$ cat config.mk
export PLATFORM = sky130hd
export DESIGN_NAME = qph_step
export DESIGN_NICKNAME = d
export VERILOG_FILES = /design/src/design/qph_pkg.sv /design/src/design/qph_step.sv
export SDC_FILE = /design/constraint.sdc
export NUM_CORES = 1
export LEC_CHECK = 0
export ABC_AREA = 0
export BUFFER_PORTS_ARGS = -buffer_cell sky130_fd_sc_hd__buf_4
export CAP_MARGIN = 20
export CORE_MARGIN = 8
export CORE_UTILIZATION = 30
export DETAILED_ROUTE_END_ITERATION = 8
export PLACE_DENSITY = 0.61
export SLEW_MARGIN = 20
export SYNTH_ARGS = -nofsm -noshare
export SYNTH_HDL_FRONTEND = slang
export SYNTH_SLANG_ARGS = --single-unit
export TNS_END_PERCENT = 100
$ cat constraint.sdc
create_clock -name vclk -period 3.6
set_input_delay 0.36 -clock vclk [all_inputs]
set_output_delay 0.36 -clock vclk [all_outputs]
set_load 0.01 [all_outputs]
$ cat src/design/qph_pkg.sv
package qph_pkg;

   // Table geometry (prime slot count)
   localparam int TABLE_SLOTS = 1021;
   localparam int SLOT_W      = $clog2(TABLE_SLOTS);
   localparam int CNT_W       = $clog2(TABLE_SLOTS + 1);

   // Fixed field widths of the request and response
   localparam int HOME_W     = 10;
   localparam int OUT_SLOT_W = 10;
   localparam int KEY_W      = 32;
   localparam int DATA_W     = 32;

   // Action codes; the unused code behaves as a find
   localparam logic [1:0] ACT_FIND   = 2'd0;
   localparam logic [1:0] ACT_INSERT = 2'd1;
   localparam logic [1:0] ACT_DELETE = 2'd2;

   typedef enum logic [1:0] {
      MARK_EMPTY   = 2'd0,
      MARK_LIVE    = 2'd1,
      MARK_DELETED = 2'd2
   } mark_type;

   typedef enum logic [2:0] {
      ST_DONE      = 3'd0,
      ST_NOT_FOUND = 3'd1,
      ST_PRESENT   = 3'd2,
      ST_EXHAUSTED = 3'd3,
      ST_BAD_HOME  = 3'd4
   } status_type;

   typedef logic [SLOT_W-1:0] slot_type;

   typedef struct packed {
      logic [1:0]              action;
      logic signed [KEY_W-1:0] key;
      logic [HOME_W-1:0]       home_slot;
      logic [DATA_W-1:0]       insert_data;
   } req_type;

   typedef struct packed {
      status_type            status;
      logic [OUT_SLOT_W-1:0] slot;
      logic [DATA_W-1:0]     data_out;
   } rsp_type;

   typedef struct packed {
      logic signed [KEY_W-1:0] key;
      logic [DATA_W-1:0]       data;
   } entry_type;

   // Command from the sequencer to the slot store
   typedef struct packed {
      logic      rd_en;
      slot_type  rd_addr;
      logic      mark_we;
      logic      entry_we;
      slot_type  wr_addr;
      mark_type  wr_mark;
      entry_type wr_entry;
   } store_cmd_type;

   typedef struct packed {
      mark_type  mark;
      entry_type entry;
   } store_rd_type;

endpackage

$ cat src/design/qph_step.sv
module qph_step (
   input  qph_pkg::slot_type cur,
   input  qph_pkg::slot_type step,
   output qph_pkg::slot_type next_cur,
   output qph_pkg::slot_type next_step
);
   import qph_pkg::*;

   localparam int SUM_W = SLOT_W + 1;

   logic [SUM_W-1:0] cur_sum;
   logic [SUM_W-1:0] step_sum;

   // Advance slot by the step, wrap once
   always_comb begin
      cur_sum = {1'b0, cur} + {1'b0, step};
      if (cur_sum >= SUM_W'(TABLE_SLOTS)) begin
         next_cur = SLOT_W'(cur_sum - SUM_W'(TABLE_SLOTS));
      end else begin
         next_cur = SLOT_W'(cur_sum);
      end
   end

   // Next step is two larger, wrap once
   always_comb begin
      step_sum = {1'b0, step} + SUM_W'(2);
      if (step_sum >= SUM_W'(TABLE_SLOTS)) begin
         next_step = SLOT_W'(step_sum - SUM_W'(TABLE_SLOTS));
      end else begin
         next_step = SLOT_W'(step_sum);
      end
   end

endmodule

Yosys cells after proc, flatten, opt, wreduce, memory -nomap -nowiden
Cells that the tools add are included.
{"block": "totals", "elab_cells": 8, "input_bits": 20, "register_bits": 0, "n_memories": 0, "romBits": 0, "latchBits": 0, "out_inout_bits": 20, "ram_bits": 0}
{"block": "op_classes", "bitwise": 0, "n_div": 0, "n_lt_le_gt_ge": 2, "mux": 2, "reduce_logical": 0, "n_eq_ne": 0, "addsub": 4, "shift": 0, "n_mul": 0}
{"operator": ">= comparator 11 x 10 -> 1 bit (second input constant)", "n": 2}
{"operator": "two-way mux 10 bit", "n": 2}
{"operator": "subtractor 10 bit (second input constant)", "n": 2}
{"operator": "adder 10 x 10 -> 11 bit", "n": 1}
{"operator": "adder 10 x 2 -> 11 bit (second input constant)", "n": 1}

Depth between registers and ports, before layout
Gate-level depths: netlist (run 1).
{"block": "logic_depth", "word_depth": 3, "mapped_depth": 11, "ltp_nobuf": 10}

Worst setup path after synthesis (run 1)
Ideal clock, no wire load.
{"block": "synth_timing", "kind": "input port to output port", "startpoint": "input port cur[0]", "endpoint": "output port next_cur[8]", "arrival_time_ps": 2673, "required_ps": 3240, "n_path_buf": 0, "setup_slack_ps": 567, "cell_stages": 10, "cell_sequence": "ha_1 -> inv_1 -> fa_1 -> nand2b_2 -> a211oi_2 -> a221oi_1 -> o211a_1 -> or3_4 -> or4b_1 -> o21ai_1"}
{"block": "synth_between", "elab_chain_len": 3, "word_cells_on_any_way": 4, "cone_classes": "2 x add/sub; 1 x order compare; 1 x mux"}
{"item": "from (decl)", "line": "qph_step.sv:2", "text": "input qph_pkg::slot_type cur,"}
{"item": "adder 10 x 10 -> 11 bit (*)", "line": "qph_step.sv:16", "text": "cur_sum = {1'b0, cur} + {1'b0, step};"}
{"item": "subtractor 10 bit or >= comparator 11 x 10 -> 1 bit (tied branches)", "line": "qph_step.sv:18, qph_step.sv:17"}
{"item": "two-way mux 10 bit (*)", "line": "qph_step.sv:17", "text": "if (cur_sum >= SUM_W'(TABLE_SLOTS)) begin"}
{"item": "to (decl)", "line": "qph_step.sv:4", "text": "output qph_pkg::slot_type next_cur,"}
Every way passes the cells marked *; elsewhere a longest branch is shown, timed or not.

Worst setup path after layout (run 1)
{"block": "layout_timing", "startpoint": "input port step[0]", "endpoint": "output port next_cur[8]"}
{"block": "layout_between", "elab_chain_len": 3, "word_cells_on_any_way": 4, "cone_classes": "2 x add/sub; 1 x order compare; 1 x mux"}
{"item": "from (decl)", "line": "qph_step.sv:3", "text": "input qph_pkg::slot_type step,"}
{"item": "adder 10 x 10 -> 11 bit (*)", "line": "qph_step.sv:16"}
{"item": "subtractor 10 bit or >= comparator 11 x 10 -> 1 bit (tied branches)", "line": "qph_step.sv:18, qph_step.sv:17"}
{"item": "two-way mux 10 bit (*)", "line": "qph_step.sv:17"}
Marked as above.

==> run metrics, run 1 <==
total chip power=between 0.0003 and 0.0004 W; IO Count=40; critical setup path kind=in -> out; WL per Instance=roughly 13 microns; CP arrival=3.00 ns; worst slew pin tran=between 0.5 and 0.6 ns; seq_cells=0; Worst Hold Launch=step[0]; DIE WIDTH=~83 microns; fin nets=roughly 270; Hold-fix buffers, CTS=0; gp weighted congestion=~0.9; post-synthesis sequential area ratio=0%; status=finished clean; drc violations=0; max cap viols=0; CP Launch Type=input pin; Slew Limit Fails=0; vias in the first global route=roughly 1500; CP Launch Point=step[0]; unrepaired setup endpoints after global routing=false; filler instances=between 500 and 600; synth warn=0; Final Cycle Share=between 90% and 100%; library cells used by synthesis=65; via/cell ratio=~5.3; largest net degree at the start of global routing=13; total gr overflow=0; setup tns final=0 ns; Tot GR Track Use=roughly a tenth; Core ar.=around 4300 sq um; initial core utilization=a little under a third; Port-buffer cells=40; Synth area leader=ha_1; fraction of layout cells with a size suffix above 1=between 20 and 30%; post-DP HPWL=approximately 3.2 mm; Synth top area share=around 16%; final setup violation count=0; initial antenna violation count=0; minimum clock period=3.36 ns; Avg Cell Area, Syn=~7.0 sq um; CTS resizes=0; final hold violation count=0; peak supply drop=0.0614 mV; Register Area=0 sq um; post-synth net total=230; die area=6880 sq um; Core Rows=24; Cells after Synth=approximately 190; Hold Path Class=in -> out; leakage=0.737 nW; via count=about 1500; Synth Cell Area=1350 sq um; Required @ worst endpoint=approximately 3.2 ns; Critical Path Fanout Max=5; P&R area growth vs syn=25.3%; antenna viol nets, final=0; Slew headroom=roughly two thirds; Pre-antenna DRT Iters=4; Die Y=roughly 83 microns; post-CTS setup buffer count=0; # clk buffers=0; Power Dens Cells=202 nW/um^2; first-pass GRT wire length=approximately 6.6 mm; most frequent cells in the layout=buf_4, nor2_1, nand2_1, ha_1, xnor2_1; Area contributors post-synth=ha_1, xnor2_1, nor2_1; Total Wirelength=between 3 and 4 mm; drt first-iter violations=61; FMAX=298 MHz; most common cell after layout, fill and taps aside=buf_4; n_diodes=0; end point of the critical path=next_cur[8]; CP endpoint kind=primary output
==> layer usage <==
metal / global-route usage, % / wire length (microns) / vias up
li1: - / - / 787
met1: 13.9 / 1860 / 655
met2: 17.4 / 1680 / 44
met3: 1.86 / 208 / 0
met4: 0.639 / 0 / 0
met5: 0 / 0 / -
==> worst min path at each step <==
| stage | to | cells past startpoint |
|---|---|---|
| 6_report | next_step[0] | 3 |
| 3_5_place_dp | next_step[0] | 3 |
| 2_1_floorplan | next_step[4] | 1 |
| 4_1_cts | next_step[0] | 3 |
| 3_3_place_gp | next_step[0] | 3 |
| 5_1_grt | next_step[4] | 3 |
==> where the power goes <==
group          internal (W)  total (W)  switching (W)
Sequential                0          0              0
Combinational      0.000160   0.000340       0.000180
Clock                     0          0              0
==> kinds of logic (layout without fill, tap and decap cells) <==
group	Yosys count	count (layout)	synth area share, %
AND/OR/NAND/NOR	86	86	35.1
adder cells (fa/ha/maj)	18	18	17.3
AO/OA/AOI/OAI	50	50	28.3
multiplexers	4	4	3.07
XOR/XNOR	17	17	11.1
buffers and inverters	17	51	5.21
==> per-stage QoR <==
| stage | hold slack, ns | cells | cell area (sq um) | setup WS (ns) | utilization (%) |
|---|---|---|---|---|---|
| detailed placement | 1.04 | 278 | 1690 | 0.237 | 39.0 |
| floorplan | 0.800 | 192 | 1350 | 0.567 | - |
| finish | 1.04 | 278 | 1690 | 0.239 | 39.0 |
| global route | 1.08 | 278 | 1690 | 0.121 | 39.0 |
| global placement | 1.05 | 278 | 1690 | 0.292 | 39.0 |
| CTS | 1.04 | 278 | 1690 | 0.233 | 39.0 |
==> cell type report <==
cell class         instances  area [sq um]  share of cell area [%]
inverters                 10          37.5                    2.23
multi-input cells        175          1270                    75.6
well taps                 52          65.1                    3.86
repair buffers            41           308                    18.3
==> cells in the mapped netlist, types with 2 or more instances <==
cell / count
o21ai_2: 2
xnor2_1: 11
nor2_1: 18
o211ai_1: 2
nand3_1: 10
o31ai_1: 2
o22ai_1: 3
inv_1: 10
nand3b_1: 3
nor3b_1: 2
a21oi_1: 6
nor3_1: 7
o21a_1: 2
clkbuf_1: 3
nand2b_1: 6
and3_1: 4
nand2_1: 17
a221oi_1: 2
mux2i_1: 3
a21o_1: 4
nor2b_1: 3
xor2_1: 6
ha_1: 17
o21ai_0: 8
==> worst max-delay path, stage by stage <==
cell	delay, ns
buf_4	0.11
ha_1	0.16
inv_1	0.05
fa_1	0.41
nand2b_2	0.24
a211oi_2	0.19
a221oi_1	0.07
o211a_1	0.27
or3_4	0.41
or4b_1	0.50
o21ai_1	0.09
buf_4	0.14
No activity file was read; power rests on OpenSTA's default activity.
==> run 2, diff against run 1 <==
Settings changed: BUFFER_PORTS_ARGS -buffer_cell sky130_fd_sc_hd__buf_4 to -buffer_cell sky130_fd_sc_hd__buf_2.
==> run metrics, run 2 (synthesis gave the netlist of run 1 again) <==
Pre-antenna DRT Iters=4 (unchanged); final setup violation count=0 (unchanged); post-layout util=36.5% (-2.5 points); peak supply drop=0.0623 mV (+1.5%); via count=1510 (+1.6%); worst slew pin tran=0.589 ns (+0.0725 ns); CP arrival=3.05 ns (+0.05 ns); # clk buffers=0 (unchanged); Die Y=83.0 microns (unchanged); P&R area growth vs syn=17.3%; Required @ worst endpoint=3.24 ns (about the same); post-CTS setup buffer count=0 (unchanged); Power Dens Cells=197 nW/um^2 (-2.3%); setup tns final=0 ns (unchanged); area of the multi-input gates=1270 sq um (unchanged); DIE WIDTH=83.0 microns (unchanged); antenna viol nets, final=0 (unchanged); critical setup path kind=in -> out; first-pass GRT wire length=6.21 mm (-6.0%); fraction of layout cells with a size suffix above 1=25.3% (-0.33 points); CP peak stage delay=0.50 ns (about the same); final hold violation count=0 (unchanged); post-DP HPWL=3.18 mm (-0.45%); n_diodes=0 (unchanged); FMAX=294 MHz (-1.3%); Port-buffer cells=40 (unchanged); Register Area=0 sq um (unchanged); minimum clock period=3.41 ns (+0.0456 ns); drt first-iter violations=70 (+15%); drc violations=0 (unchanged); CP max-delay cell=or4b_1; vias in the first global route=1424 (-5.1%); Hold-fix buffers, CTS=0 (unchanged); most common cell after layout, fill and taps aside=buf_2; unrepaired setup endpoints after global routing=false; filler instances=495 (-2.2%); status=finished clean; total chip power=0.000311 W (-8.5%); CP most frequent cell=buf_2; Core Rows=24 (unchanged); max cap viols=0 (unchanged); Critical Path Fanout Max=5 (unchanged); Slew headroom=60.2% (-4.9 points); initial antenna violation count=0 (unchanged); CP endpoint kind=primary output; Slew Limit Fails=0 (unchanged); CP delay by family, top=simple AND/OR/NAND/NOR gates; leakage=0.697 nW (-5.5%); initial core utilization=31.1% (unchanged); Final Cycle Share=94.6% (+1.3 points); IO Count=40 (unchanged); fin nets=265 (-0.38%); seq_cells=0 (unchanged); largest net degree at the start of global routing=13 (unchanged); Hold Path Class=in -> out; most frequent cells in the layout=buf_2, nor2_1, nand2_1, ha_1, xnor2_1; gp weighted congestion=0.861 (-4.6%); worst-path cell chain=buf_2 > ha_1 > inv_1 > fa_1 > nand2b_2 > a211oi_2 > a221oi_1 > o211a_1 > or3_4 > or4b_1 > o21ai_1 > buf_2; CP Launch Type=input pin; Core ar.=4320 sq um (unchanged); die area=6880 sq um (unchanged); CP bufs+invs=3 (unchanged); WL per Instance=13.5 microns (-0.23%); total gr overflow=0 (unchanged); Tot GR Track Use=9.70% (-0.69 points); via/cell ratio=5.45 (+2.0%); Total Wirelength=3.73 mm (-0.59%); CTS resizes=0 (unchanged)
run 2: changes by cell type in the layout (fill, tap and decap cells not counted):
cell,change
buf_4,-41
buf_2,+40
run 2: worst paths after layout:
kind     from           end  cells past startpoint
max   step[0]   next_cur[8]                     12
min   step[0]  next_step[0]                      3
run 2: final cells by class:
cell class	instances	share of cell area (%)
tap	52	4.12
timing repair buffer	40	12.7
inverter	10	2.38
multi-input combinational	175	80.8
run 2: per-layer routing:
metal | GRT usage, % | vias up | part of all wire [%]
li1 | - | 774 | -
met1 | 12.6 | 689 | 49
met2 | 17.3 | 47 | 46
met3 | 1.17 | 0 | 4.8
met4 | 0.319 | 0 | 0
met5 | 0 | - | 0
run 2: where the power goes:
group | switching [W] | internal, W
clock | 0 | 0
combinational | 0.000179 | 0.000132
sequential | 0 | 0
run 2: metrics by stage:
step	hold WS [ns]	area, sq um	instances	setup WS (ns)
finish	1.07	1580	277	0.194
global route	1.09	1580	277	0.0127
floorplan	0.800	1350	192	0.567
CTS	1.07	1580	277	0.172
detailed placement	1.07	1580	277	0.176
global placement	1.07	1580	277	0.254
run 2: tightest hold or removal path: stages:
cell and delay [ns]:
buf_2 0.14, xnor2_1 0.08, buf_2 0.13
